### config.mk
export PLATFORM = sky130hd
export DESIGN_NAME = ncac_merge
export DESIGN_NICKNAME = d
export VERILOG_FILES = /design/src/ncac_pkg.sv /design/src/ncac_merge.sv
export SDC_FILE = /design/constraint.sdc
export NUM_CORES = 1
export LEC_CHECK = 0
export ABC_AREA = 1
export BUFFER_PORTS_ARGS = -buffer_cell sky130_fd_sc_hd__buf_2
export CAP_MARGIN = 0
export CORE_MARGIN = 4
export CORE_UTILIZATION = 45
export CTS_CLUSTER_DIAMETER = 120
export DETAILED_ROUTE_END_ITERATION = 6
export GPL_ROUTABILITY_DRIVEN = 1
export PLACE_DENSITY = 0.8
export SLEW_MARGIN = 25
export SYNTH_ARGS = -nofsm -noshare
export SYNTH_HDL_FRONTEND = slang
export SYNTH_SLANG_ARGS = --single-unit
### constraint.sdc
create_clock -name clk -period 4.6 [get_ports clk]
set_clock_uncertainty 0.15 [all_clocks]
set_input_delay 0.46 -clock clk [delete_from_list [all_inputs] [get_ports clk]]
set_output_delay 0.46 -clock clk [all_outputs]
set_load 0.01 [all_outputs]
### src/ncac_pkg.sv
// ----------------------------------------------------------------------------
// ncac_pkg
// Shared sizes, stream layout, codes and internal types for the nearest centroid
// anomaly classifier.
// ----------------------------------------------------------------------------
package ncac_pkg;

	localparam int MAX_ENTRIES = 128;
	localparam int DIMENSIONS  = 5;
	localparam int COORD_BITS  = 16;

	localparam int IDX_BITS     = $clog2(MAX_ENTRIES);
	localparam int EIDX_BITS    = 7;
	localparam int RADIUS_BITS  = 16;
	localparam int LABEL_BITS   = 2;
	localparam int CFG_BITS     = 8;
	localparam int SQ_BITS      = 2 * COORD_BITS;
	localparam int DIST_BITS    = 35;
	localparam int RAD_SQ_BITS  = 2 * RADIUS_BITS;
	localparam int DECIDE_BITS  = 2;

	// input stream layout, lowest bits first
	localparam int IN_IDX_LSB    = 0;
	localparam int IN_COORD_LSB  = IN_IDX_LSB + EIDX_BITS;
	localparam int IN_RADIUS_LSB = IN_COORD_LSB + DIMENSIONS * COORD_BITS;
	localparam int IN_LABEL_LSB  = IN_RADIUS_LSB + RADIUS_BITS;
	localparam int IN_BITS       = IN_LABEL_LSB + LABEL_BITS;
	localparam int IN_TDATA_BITS = ((IN_BITS + 7) / 8) * 8;

	// output stream layout, lowest bits first
	localparam int OUT_IDX_LSB     = 0;
	localparam int OUT_DIST_LSB    = OUT_IDX_LSB + EIDX_BITS;
	localparam int OUT_ANOM_LSB    = OUT_DIST_LSB + DIST_BITS;
	localparam int OUT_DECIDE_LSB  = OUT_ANOM_LSB + 1;
	localparam int OUT_BITS        = OUT_DECIDE_LSB + DECIDE_BITS;
	localparam int OUT_TDATA_BITS  = ((OUT_BITS + 7) / 8) * 8;

	localparam logic OP_LOAD  = 1'b0;
	localparam logic OP_QUERY = 1'b1;

	localparam logic [LABEL_BITS-1:0] LABEL_PROVIDE = 2'd0;
	localparam logic [LABEL_BITS-1:0] LABEL_TAKE    = 2'd1;

	localparam logic [DECIDE_BITS-1:0] DECIDE_CANCEL  = 2'd0;
	localparam logic [DECIDE_BITS-1:0] DECIDE_TAKER   = 2'd1;
	localparam logic [DECIDE_BITS-1:0] DECIDE_PROVIDE = 2'd2;
	localparam logic [DECIDE_BITS-1:0] DECIDE_HOLD    = 2'd3;

	typedef logic [COORD_BITS-1:0] coord_t;
	typedef logic [DIMENSIONS-1:0][COORD_BITS-1:0] coord_vec_t;
	typedef logic [DIMENSIONS-1:0][SQ_BITS-1:0] sq_vec_t;

	typedef struct packed {
		logic                en;
		logic [IDX_BITS-1:0] addr;
	} lane_wr_t;

	typedef struct packed {
		logic                valid;
		logic                last;
		logic [IDX_BITS-1:0] index;
	} scan_tag_t;

	typedef struct packed {
		logic                 done;
		logic [IDX_BITS-1:0]  index;
		logic [DIST_BITS-1:0] distance;
	} search_result_t;

endpackage

### src/ncac_merge.sv
// ----------------------------------------------------------------------------
// ncac_merge
// Sums the lane squares of each scanned entry and keeps the nearest one,
// lowest index on equal distance.
// ----------------------------------------------------------------------------
module ncac_merge import ncac_pkg::*; (
	input  logic           clk,
	input  logic           arst_n,
	input  scan_tag_t      tag_s0,
	input  sq_vec_t        sq_s2,
	output search_result_t result
);

	scan_tag_t tag_s1, tag_s2, tag_s3;
	logic [DIST_BITS-1:0] sum_s3;
	logic [DIST_BITS-1:0] sum;
	logic [DIST_BITS-1:0] best_dist_q;
	logic [IDX_BITS-1:0]  best_idx_q;
	logic                 done_q;

	always_comb begin
		sum = '0;
		for (int d = 0; d < DIMENSIONS; d++) begin
			sum = sum + DIST_BITS'(sq_s2[d]);
		end
	end

	always_ff @(posedge clk or negedge arst_n) begin
		if (!arst_n) begin
			tag_s1 <= '0;
			tag_s2 <= '0;
			tag_s3 <= '0;
			done_q <= 1'b0;
		end else begin
			tag_s1 <= tag_s0;
			tag_s2 <= tag_s1;
			tag_s3 <= tag_s2;
			done_q <= tag_s3.valid && tag_s3.last;
		end
	end

	always_ff @(posedge clk) begin
		sum_s3 <= sum;
		// scan always starts at entry zero, which seeds the search
		if (tag_s3.valid && ((tag_s3.index == '0) || (sum_s3 < best_dist_q))) begin
			best_dist_q <= sum_s3;
			best_idx_q  <= tag_s3.index;
		end
	end

	assign result.done     = done_q;
	assign result.index    = best_idx_q;
	assign result.distance = best_dist_q;

endmodule

Word-level counts from Yosys, hierarchy flattened
Cells that the tools add are included.
W data, S select, Z words.
- input port bits: 171
- register bits after elaboration: 105
- output and inout bits: 43
- logic and storage cells: 22
- $lt $le $gt $ge: 1
- reduce and logical (&&, ||, !) cells: 4
- add/subtract/negate cells: 4
- operators with widths (operator ; number):
    $add A34 B32 Y35 ; 1
    $add A35 B32 Y35 ; 1
    $lt A35 B35 Y1 ; 1
    $add A33 B32 Y34 ; 1
    $add A32 B32 Y33 ; 1
    $logic_not A7 Y1 ; 1
    $logic_and A1 B1 Y1 ; 2
    $logic_or A1 B1 Y1 ; 1

Longest topological paths before layout
- depth after elaboration: 4
- gate-level depth with buffers: 18
- depth with buffers taken out: 18

Worst setup path after synthesis
OpenSTA, ideal clock, no wires.
- kind: register to register
- from: register best_dist_q[26]
- to: register best_dist_q[0], enable pin
- required time: 3.995 ns
- setup slack: 0.694 ns
- path buffers: 0
- library setup time: 0.455 ns
- cell stages (with the launch flop): 11
- arrival time: 3.301 ns
- clock period less this slack: 3.906 ns
- cell sequence: edfxtp_1 > inv_1 > ha_1 > a21o_1 > nor2_1 > nand2_1 > nand2_1 > nand2_1 > nor2_1 > nand2_1 > a21oi_1
- longest elaborated chain between the ends: 3
- RTL lines (element ; RTL line ; text):
    start, declared ; ncac_merge.sv:17 ; logic [DIST_BITS-1:0] best_dist_q;
    start signal, assigned ; ncac_merge.sv:46 ; best_dist_q <= sum_s3;
    $lt A35 B35 Y1 ; ncac_merge.sv:45 ; if (tag_s3.valid && ((tag_s3.index == '0) || (sum_s3 < best_dist_q))) begin
    $logic_or A1 B1 Y1 ; ncac_merge.sv:45 ;
    $logic_and A1 B1 Y1 ; ncac_merge.sv:45 ;
No other way between the ends.
A chain may end at the register's enable or synchronous reset.

Final worst setup path
- from: input sq_s2[1] (netlist bit)
- to: register sum_s3[27]
- longest elaborated chain between the ends: 4
- RTL lines (element ; RTL line ; text):
    start, declared ; ncac_merge.sv:10 ; input sq_vec_t sq_s2,
    $add A32 B32 Y33 ; ncac_merge.sv:24 ; sum = sum + DIST_BITS'(sq_s2[d]);
    $add A33 B32 Y34 ; ncac_merge.sv:24 ;
    $add A34 B32 Y35 ; ncac_merge.sv:24 ;
    $add A35 B32 Y35 ; ncac_merge.sv:24 ;
    named net sum[27] ; ncac_merge.sv:16 ; logic [DIST_BITS-1:0] sum;
    end signal, assigned ; ncac_merge.sv:43 ; sum_s3 <= sum;
    end, declared ; ncac_merge.sv:15 ; logic [DIST_BITS-1:0] sum_s3;
The timed path passes the listed nets, and every way through them passes these cells.

==> flow_metrics.tcl <==
set metrics [dict create \
    status "complete, no violations" \
    p_comb_share_pct 60.8 \
    fmax_mhz 264.4 \
    synth_area_per_cell_sq_um 8.152 \
    placed_area_sq_mm 0.01025 \
    antenna_found_initial 0 \
    wl_per_cell_um 12.25 \
    grt_usage_pct 18.11 \
    powerDensity_mw_per_mm2 578.2 \
    crit_path_end_kind "register" \
    ys_ff_latch 105 \
    syn_nets 1420 \
    synth_area_leader_cell "fa_1" \
    wl_mm 19.36 \
    syn_area_sq_mm 0.008845 \
    synthCells 1085 \
    drive_above_1_share_pct 19.32 \
    slew_headroom_pct 38.56 \
    cap_violations 0 \
    cts.sinks 105 \
    crit_arrival_ns 3.87 \
    finalHoldViolCount 0 \
    p_switching_mw 2.929 \
    synthTopCellsByArea "fa_1 (22%), inv_1 (16%), edfxtp_1 (14%)" \
    design_area_sq_mm 0.01057 \
    critPathMaxFanout 6 \
    vias_per_cell 4.485 \
    synth_edf_count 42 \
    io_buffers 213 \
    finalMaxSlewViolations 0 \
    drcViolationCount 0 \
    use_met2_pct 32.27 \
    initial_utilization_pct 45.59 \
    die_h_um 148.2 \
    p_leak_nw 6.199 \
    synth-async-reset-ratio_pct 26.67 \
    dp_hpwl_mm 17.28 \
    holdWs_ns 0.06724 \
    clockPowerShare_pct 12.3 \
    ant_nets 0 \
    fp.dieW_um 148.2 \
    p_int_mw 3.182 \
    clock_path_buffers 2 \
    num_vias 7087 \
    period_share_pct 82.22 \
    crit_required_ns 4.68 \
    setup_ws_ns 0.8177 \
    gr-total-overflow 0 \
    dp_slack_ns 0.4618 \
    cts_resized 0 \
    numCtsBuffers 9 \
    power.total_mw 6.110 \
    clock-root-buffer "clkbuf_16" \
    setup_tns_ns 0 \
    grt_pass1_vias 7446 \
    area_delta_synth_final_pct 19.48 \
    finalSetupViolCount 0 \
    start_kind "input port" \
    clk_pin_slew_ns 0.08 \
    rows 51 \
    seqPwrFrac_pct 26.9 \
    clock_latency_ns 0.34 \
    ys_seq_area_share_pct 30.10 \
    grtUsageMet1_pct 23.01 \
    coreArea_sq_mm 0.01940 \
    drt_iter0_drc 252 \
    grt-busiest-layer "met2" \
    gp_congestion 0.9344 \
    worstMarginPinSlew_ns 0.9195 \
    antenna_cells 0 \
    met3_usage_pct 2.803 \
    synth_warnings 0 \
    firstDrtPassIters 5 \
    synth_top_area_share_pct 21.50 \
    grt_pass1_wl_mm 32.63 \
    path_class "input port to register" \
    synth_cell_types 29 \
    ir_worst_vdd_v 0.0002887 \
    layout.nets 1645 \
    cts_tree "built" \
    fp.dieArea_sq_mm 0.02196 \
    hold_class "input port to register" \
    period_minus_slack_ns 3.782 \
    grt_max_degree 30 \
    ios 214 \
    swShare_pct 47.93 \
    htree_levels 3 \
    rsz0062_at_grt "false" \
    synth-main-ff-cell "edfxtp_1" \
]
## placed cells by master, fill, tap and decap left out, drive strengths merged, types with 28 or more instances in the layout
cell    instances
a21oi          51
buf           214
dfrtp          28
dfxtp          35
edfxtp         42
fa             95
ha             69
inv           394
nand2         209
nor2           62
o21ai          30
## power by group through the flow
stage / sequential (mW) / combinational [mW] / clock, mW
6_report: 1.64 / 3.72 / 0.750
5_1_grt: 1.69 / 4.30 / 0.813
4_1_cts: 1.65 / 3.75 / 0.768
3_5_place_dp: 1.66 / 3.71 / 0
3_3_place_gp: 1.64 / 3.63 / 0
2_1_floorplan: 1.71 / 2.51 / 0
## per-stage QoR
| step | instances | utilization [%] |
|---|---|---|
| 2_1_floorplan | 1085 | - |
| 3_3_place_gp | 1563 | 52.86 |
| 3_5_place_dp | 1563 | 52.86 |
| 4_1_cts | 1580 | 54.48 |
| 5_1_grt | 1580 | 54.48 |
| 6_report | 1580 | 54.48 |
## area by class of cell
type | instances | area, sq um
fillers | 1827 | 8831
multi-input cells | 590 | 4726
flip-flops and latches | 105 | 2663
inverters | 389 | 1460
repair buffers | 215 | 1084
well taps | 265 | 331.6
clock buffers | 9 | 225.2
clock inverters | 7 | 78.83
## worst max-delay path, cell delays in order
cell,delay [ns]
buf_2,0.08
inv_1,0.04
fa_1,0.49
fa_1,0.51
inv_1,0.05
fa_1,0.46
ha_1,0.35
fa_1,0.48
nand3_1,0.13
nand2_2,0.09
nand3_1,0.08
nand2_1,0.10
nand2_1,0.09
nand2_1,0.08
nand2_1,0.15
nand2_1,0.08
nand2_1,0.07
nand2_1,0.07
## Yosys cell counts, drive strengths merged, types with 7 or more instances
cell type  number
dfrtp          28
o21ai          30
nand4           7
fa             95
a21oi          51
edfxtp         42
dfxtp          35
ha             69
nor2           62
xor2           19
nand2         209
inv           389
nor3           11
nand3          27
## routing by layer
metal / share of wire (%) / vias to the layer above / wire, um
li1: - / 3603 / -
met1: 43 / 3263 / 8358
met2: 49 / 194 / 9537
met3: 5.5 / 27 / 1058
met4: 2.1 / 0 / 402
met5: 0 / - / 0
## sequential cells by signal, summed over array words and instances (netlist names)
signal       count
tag_s1           9
done_q           1
best_idx_q       7
tag_s3           9
sum_s3          35
best_dist_q     35
tag_s2           9
## path summary, 6_finish.rpt
path                                 start  depth (start not counted)  slack (ns)             end
min reg2reg                      tag_s2[6]                          0        0.20       tag_s3[6]
min in group asynchronous           arst_n                          2        0.50       tag_s3[3]
max in group asynchronous           arst_n                          2        3.43       tag_s3[4]
min                              tag_s0[7]                          1        0.07       tag_s1[7]
max reg2reg                best_dist_q[34]                         10        1.66  best_dist_q[5]
max                               sq_s2[1]                         18        0.82      sum_s3[27]
## kinds of logic after synthesis
family / after synthesis / share of synthesized area [%]
AOI/OAI and AO/OA: 89 / 5.347
xor gates and xnor gates: 19 / 1.881
adders and majority gates: 164 / 31.26
buffers and inverters: 390 / 16.59
DFF: 105 / 30.10
and+or+nand+nor: 318 / 14.81
## timing repair
action	in CTS	in global routing
hold endpoints to repair	28	0
setup buffers	0	0
hold buffers	1	0
(Power assumes the default switching activity.)
