## src/ncac_pkg.sv

```systemverilog
// ----------------------------------------------------------------------------
// ncac_pkg
// Shared sizes, stream layout, codes and internal types for the nearest centroid
// anomaly classifier.
// ----------------------------------------------------------------------------
package ncac_pkg;

	localparam int MAX_ENTRIES = 128;
	localparam int DIMENSIONS  = 5;
	localparam int COORD_BITS  = 16;

	localparam int IDX_BITS     = $clog2(MAX_ENTRIES);
	localparam int EIDX_BITS    = 7;
	localparam int RADIUS_BITS  = 16;
	localparam int LABEL_BITS   = 2;
	localparam int CFG_BITS     = 8;
	localparam int SQ_BITS      = 2 * COORD_BITS;
	localparam int DIST_BITS    = 35;
	localparam int RAD_SQ_BITS  = 2 * RADIUS_BITS;
	localparam int DECIDE_BITS  = 2;

	// input stream layout, lowest bits first
	localparam int IN_IDX_LSB    = 0;
	localparam int IN_COORD_LSB  = IN_IDX_LSB + EIDX_BITS;
	localparam int IN_RADIUS_LSB = IN_COORD_LSB + DIMENSIONS * COORD_BITS;
	localparam int IN_LABEL_LSB  = IN_RADIUS_LSB + RADIUS_BITS;
	localparam int IN_BITS       = IN_LABEL_LSB + LABEL_BITS;
	localparam int IN_TDATA_BITS = ((IN_BITS + 7) / 8) * 8;

	// output stream layout, lowest bits first
	localparam int OUT_IDX_LSB     = 0;
	localparam int OUT_DIST_LSB    = OUT_IDX_LSB + EIDX_BITS;
	localparam int OUT_ANOM_LSB    = OUT_DIST_LSB + DIST_BITS;
	localparam int OUT_DECIDE_LSB  = OUT_ANOM_LSB + 1;
	localparam int OUT_BITS        = OUT_DECIDE_LSB + DECIDE_BITS;
	localparam int OUT_TDATA_BITS  = ((OUT_BITS + 7) / 8) * 8;

	localparam logic OP_LOAD  = 1'b0;
	localparam logic OP_QUERY = 1'b1;

	localparam logic [LABEL_BITS-1:0] LABEL_PROVIDE = 2'd0;
	localparam logic [LABEL_BITS-1:0] LABEL_TAKE    = 2'd1;

	localparam logic [DECIDE_BITS-1:0] DECIDE_CANCEL  = 2'd0;
	localparam logic [DECIDE_BITS-1:0] DECIDE_TAKER   = 2'd1;
	localparam logic [DECIDE_BITS-1:0] DECIDE_PROVIDE = 2'd2;
	localparam logic [DECIDE_BITS-1:0] DECIDE_HOLD    = 2'd3;

	typedef logic [COORD_BITS-1:0] coord_t;
	typedef logic [DIMENSIONS-1:0][COORD_BITS-1:0] coord_vec_t;
	typedef logic [DIMENSIONS-1:0][SQ_BITS-1:0] sq_vec_t;

	typedef struct packed {
		logic                en;
		logic [IDX_BITS-1:0] addr;
	} lane_wr_t;

	typedef struct packed {
		logic                valid;
		logic                last;
		logic [IDX_BITS-1:0] index;
	} scan_tag_t;

	typedef struct packed {
		logic                 done;
		logic [IDX_BITS-1:0]  index;
		logic [DIST_BITS-1:0] distance;
	} search_result_t;

endpackage

```

## src/ncac_lane.sv

```systemverilog
// ----------------------------------------------------------------------------
// ncac_lane
// One coordinate lane: holds that coordinate of every entry and returns the
// squared difference to the query point; the read is registered in data_s1, the square in sq_s2.
// ----------------------------------------------------------------------------
module ncac_lane import ncac_pkg::*; (
	input  logic                 clk,
	input  lane_wr_t             wr,
	input  coord_t               wr_data,
	input  logic [IDX_BITS-1:0]  rd_addr,
	input  coord_t               point,
	output logic [SQ_BITS-1:0]   sq_s2
);

	coord_t mem [MAX_ENTRIES];
	coord_t data_s1;

	logic signed [COORD_BITS:0] diff;
	coord_t                     mag;

	always_ff @(posedge clk) begin
		if (wr.en) begin
			mem[wr.addr] <= wr_data;
		end
		data_s1 <= mem[rd_addr];
	end

	always_comb begin
		diff = $signed({data_s1[COORD_BITS-1], data_s1}) - $signed({point[COORD_BITS-1], point});
		// magnitude always fits the coordinate width
		if (diff[COORD_BITS]) begin
			mag = COORD_BITS'(-diff);
		end else begin
			mag = diff[COORD_BITS-1:0];
		end
	end

	always_ff @(posedge clk) begin
		sq_s2 <= SQ_BITS'(mag) * SQ_BITS'(mag);
	end

endmodule

```

## config.mk

```make
export PLATFORM = sky130hd
export DESIGN_NAME = ncac_lane
export DESIGN_NICKNAME = d
export VERILOG_FILES = /design/src/ncac_pkg.sv /design/src/ncac_lane.sv
export SDC_FILE = /design/constraint.sdc
export NUM_CORES = 2
export LEC_CHECK = 0
export BUFFER_PORTS_ARGS = -buffer_cell sky130_fd_sc_hd__buf_2
export CELL_PAD_IN_SITES_DETAIL_PLACEMENT = 0
export CELL_PAD_IN_SITES_GLOBAL_PLACEMENT = 1
export CORE_UTILIZATION = 48
export CTS_CLUSTER_DIAMETER = 40
export CTS_CLUSTER_SIZE = 20
export DETAILED_ROUTE_END_ITERATION = 7
export PLACE_DENSITY = 0.71
export SYNTH_ARGS = -nofsm -noshare
export SYNTH_HDL_FRONTEND = slang
export SYNTH_SLANG_ARGS = --single-unit
```

## constraint.sdc

```tcl
create_clock -name clk -period 14.1 [get_ports clk]
set_clock_uncertainty 0.15 [all_clocks]
set_input_delay 1.41 -clock clk [delete_from_list [all_inputs] [get_ports clk]]
set_output_delay 1.41 -clock clk [all_outputs]
set_load 0.02 [all_outputs]
```

Word level (Yosys, flattened, before mapping) --
Memories as Yosys holds them, arrays and structs flattened. A register that Yosys moved wholly into a read port is not among the register bits. Index checks and enable logic that the tools add are counted.
Storage, ports and cells: register bits 32, bits in latches 0, bits in writable memories 2048, memory bits (read-only) 0, output and inout bits 32, memories kept 1
Operators by class: add/sub/neg operators 2, multipliers 1, div/mod/pow operators 0, order comparisons 0, equality and inequality tests 0, shift operators 0, mux-type cells 3, bitwise operators 0, reductions and logical operators 0
Memories:
- mem | depth 128, bits a word 16, read ports 1, clocked after Yosys merged registers in 1, write ports 1, line ncac_lane.sv:15 | coord_t mem [MAX_ENTRIES];
Operator list (number):
- $mul 16x16->32 | 1
- $sub 16x16->17 | 1
- $mux 16 | 1
- $neg 16->16 | 1
- $mux 1 | 2

Depth between registers and ports, before layout --
depth in word-level cells 4, gate-level depth with buffers 40, depth with buffers taken out 39

Worst setup path after synthesis --
OpenSTA, ideal clock, no wires.
kind in2reg, start input port point[0], end register sq_s2[31], library setup time 0.129 ns, data arrival time 9.727 ns, slack 4.093 ns, stages on the path 33, path buffers 1, path through ha_1 -> fa_1 -> nand2b_1 -> a21oi_1 -> o31ai_1 -> a21oi_1 -> nor3_1 -> or2_1 -> a31oi_4 -> buf_4 -> a21oi_1 -> xnor2_1 -> clkinv_1 -> nand2_1 -> fa_1 -> fa_1 -> inv_1 -> fa_1 -> fa_1 -> fa_1 -> fa_1 -> ha_1 -> and3_1 -> a221oi_1 -> o21a_1 -> o31a_1 -> a31oi_1 -> o41ai_1 -> o21ai_0 -> a31o_2 -> nor2_1 -> nor4b_1 -> nor4_2
Between the ends: cells in the longest elaborated chain, start to end 4
RTL lines:
- start: declaration | line ncac_lane.sv:11 | input coord_t point,
- $sub 16x16->17 * | line ncac_lane.sv:29 | diff = $signed({data_s1[COORD_BITS-1], data_s1}) - $signed({point[COORD_BITS-1], point});
- $neg 16->16 | line ncac_lane.sv:32 | mag = COORD_BITS'(-diff);
- $mux 16 * | line ncac_lane.sv:31 | if (diff[COORD_BITS]) begin
- $mul 16x16->32 * | line ncac_lane.sv:39 | sq_s2 <= SQ_BITS'(mag) * SQ_BITS'(mag);
- end signal: assignment | line ncac_lane.sv:39
- end: declaration | line ncac_lane.sv:12 | output logic [SQ_BITS-1:0] sq_s2
Mark *: on every way between the ends. The rest lies on a longest branch, timed or not.

Worst setup path in the final report --
Same ends and word-level chain as after synthesis.

==> Flow_metrics.wiki <==
{| class="wikitable"
! Metric !! Value
|-
| First element of the critical path || point[0]
|-
| Core box area || 0.181 mm2
|-
| Crit path max-delay cell type || fa_1
|-
| Critical path arrival || 11.28 ns
|-
| Number of remaining DRC errors || 0
|-
| Count of TritonRoute iterations in the first routing pass || 7
|-
| Average wire per cell in the routed design || 29.0 um
|-
| Kind of start point of the critical path || input port
|-
| Final count of hold timing violations || 0
|-
| Synthesized area per cell || 21.3 um2
|-
| TritonCTS clock tree || yes
|-
| Post-synthesis share of cell area spent on full adders, half adders and majority gates || 0.0535
|-
| Max_cap viols || 0
|-
| Overall routing resource usage || 0.225
|-
| Worst slack, placed || 2.50 ns
|-
| Cell types with the largest area share after synthesis || edfxtp_1 (70%), mux4_2 (17%), fa_1 (3.7%)
|-
| Top cell type by total area after synthesis || edfxtp_1
|-
| Data required time of the critical path || 14.65 ns
|-
| Final worst-path setup slack || 3.37 ns
|-
| Total overflow reported by the global router || 0
|-
| Sinks on Clock Net || 2095
|-
| Setup total negative slack || 0 ns
|-
| Worst Reg-to-Reg Cells || 33
|-
| Input/output buffers || 78
|-
| Maximum buffer depth of the clock tree || 4
|-
| Post-CTS setup buffer count || 0
|-
| Combinational family with the most area after synthesis || multiplexers
|-
| Effective utilization at floorplan || 0.483
|-
| Post-synth cell types || 70
|-
| Post-synthesis share of cell area spent on xor and xnor gates || 0.00579
|-
| Maximum number of pins on one net before global-route repair || 122
|-
| First-pass GRT wire length || 299 mm
|-
| Worst-path maximum fanout || 15
|-
| Hold EP || mem[73][5]$_DFFE_PP_
|-
| CTS Buf Count || 286
|-
| Share of the yosys chip area belonging to registers || 0.715
|-
| Fmax achieved || 93.2 MHz
|-
| Setup violations, final || 0
|-
| Slew margin rel. || 0.186
|-
| Number of synthesis warnings || 0
|-
| Slack of the worst reg-to-reg path || 3.74 ns
|-
| Clock network latency to the later pin of the worst-skew pair || 0.93 ns
|-
| Final min period || 10.73 ns
|-
| Post-DR vias/cell || 5.92
|-
| Number of cell rows || 156
|-
| Cell at the root of the clock tree || clkbuf_16
|-
| Post-route fraction of the period consumed by the critical path || 0.761
|-
| Simple-gate portion of the synthesized area || 0.0207
|-
| CP dominant cell by count || fa_1
|-
| Worst Max-Slew Pin Slew || 1.22 ns
|-
| Post-synth EDFFs || 2048
|-
| Hold Crit Start || wr_data[5]
|-
| Crit path largest cell delay || 0.56 ns
|-
| Flip-flop and latch count after synthesis || 2095
|-
| Overall via count from detail_route || 41.8k
|-
| Unrepaired setup endpoints after global routing || no
|-
| Endpoint of the most critical register-to-register path || sq_s2[31]$_DFF_P_
|-
| Quantity of gates resized following cts || 0
|-
| Total standard cell area after synthesis || 0.0874 mm2
|-
| Area fraction in compound gates after synthesis || 0.0104
|-
| Share of Yosys cell area claimed by the top area cell type || 0.704
|-
| CTS HTree Levels || 5
|-
| Area growth, synth to finish || 15.8%
|-
| Total nets after synthesis || 4428
|-
| Worst hold-check path type || in2reg
|-
| Final routed wirelength across all metal layers || 204 mm
|-
| Mapped Cells || 4104
|-
| HPWL after detailed placement || 122 mm
|-
| Antenna violations before repair || 19
|-
| Count of pins on the block boundary || 80
|-
| Last weighted congestion value of the routability-driven placer || 0.817
|-
| Count of final max-slew check failures || 0
|-
| Floorplan die width || 429 um
|-
| Result of the run || finished clean
|-
| Hold Path Depth || 1
|-
| Share of cells above drive strength 1 || 0.312
|-
| Worst reg2reg path startpoint || data_s1[0]$_DFF_P_
|-
| CTS Hold Bufs || 0
|-
| Leading register cell type out of synthesis || edfxtp_1
|-
| Violation count after the first detailed-routing iteration || 3992
|-
| Register clock-pin slew on the reported worst setup and hold paths || 0.06 ns
|-
| Fraction of synthesized area in multiplexers || 0.176
|-
| Final antenna-violating net count || 0
|-
| Worst setup path class || in2reg
|-
| Number of nets in the layout || 4793
|-
| Die Outline Area || 0.184 mm2
|-
| Via count of the first global-routing pass || 42.9k
|-
| DIE HEIGHT || 429 um
|-
| Crit path capture type || register
|-
| Post-synth ARST share || 0
|}
flip-flops by register name (all words and copies together) (netlist names):
register,count
sq_s2,31
data_s1,16
mem,2048
how the worst max path moves through the flow:
stage,end,slack [ns],depth (start not counted)
finish,sq_s2[31]$_DFF_P_,3.37,33
detailed placement,sq_s2[31]$_DFF_P_,2.50,33
global route,sq_s2[31]$_DFF_P_,2.64,33
CTS,sq_s2[31]$_DFF_P_,3.35,33
floorplan,sq_s2[31]$_DFF_P_,4.09,33
global placement,sq_s2[31]$_DFF_P_,2.63,33
through the flow:
step / util / std cells / area (um2) / hold WS [ns]
CTS: 0.560 / 7050 / 101000 / 0.762
global route: 0.560 / 7053 / 101000 / 0.809
detailed placement: 0.507 / 6551 / 91600 / 0.934
global placement: 0.507 / 6551 / 91600 / 0.943
floorplan: - / 4104 / 87400 / 0.470
finish: 0.560 / 7059 / 101000 / 0.834
cell families after synthesis:
group | Yosys count
xor gates and xnor gates | 56
AOI/OAI and AO/OA | 124
other | 1
adders and majority gates | 276
DFF | 2095
muxes | 690
and+or+nand+nor | 415
buffers and inverters | 447
worst max-delay path: cells and delay by family:
family | cells | cell delay (ns)
adder cells (fa/ha/maj) | 9 | 3.91
AO/OA/AOI/OAI | 12 | 3.22
AND/OR/NAND/NOR | 8 | 1.48
buffers and inverters | 3 | 0.68
XOR/XNOR | 1 | 0.55
metal layers:
| layer | up-vias | global-route usage | wire [um] |
|---|---|---|---|
| li1 | 17452 | - | - |
| met2 | 1530 | 0.357 | 99100 |
| met4 | 6 | 0.0801 | 6830 |
| met5 | - | 0 | 52 |
| met1 | 22468 | 0.317 | 84800 |
| met3 | 360 | 0.0384 | 13700 |
cell usage after synthesis, types with 8 or more instances:
library cell  instances
a21o_1               14
a21oi_1              37
buf_1                59
clkbuf_1            115
dfxtp_1              47
edfxtp_1           2048
fa_1                163
ha_1                113
inv_1               258
mux2_2               17
mux4_2              672
nand2_1              91
nand3_1              18
nand4_1               8
nor2_1              218
nor2b_1              13
nor3_1               28
o21a_1                9
o21ai_0              16
xnor2_1              36
xor2_1               18
layout make-up:
cell class	count	area, um2
fill	13366	79600
sequential	2095	62400
multi-input combinational	1562	23300
clock buffer	317	7460
tap	2370	2970
clock inverter	182	2070
timing repair buffer	259	1890
inverter	265	995
antenna	9	22.5
layout by cell type (no fill, tap or decap), types with 27 or more instances in the layout:
master	instances
bufinv_16	29
ha_1	113
buf_4	192
clkbuf_16	295
nor2_1	200
a21oi_1	37
buf_2	58
edfxtp_1	2048
inv_6	40
fa_1	163
xnor2_1	36
inv_1	258
mux4_2	672
nand2_1	91
dfxtp_1	47
clkinvlp_4	27
Power is left out: the tool's default activity adds up to more than one toggle a clock period on the data nets, which glitch-free logic cannot reach.
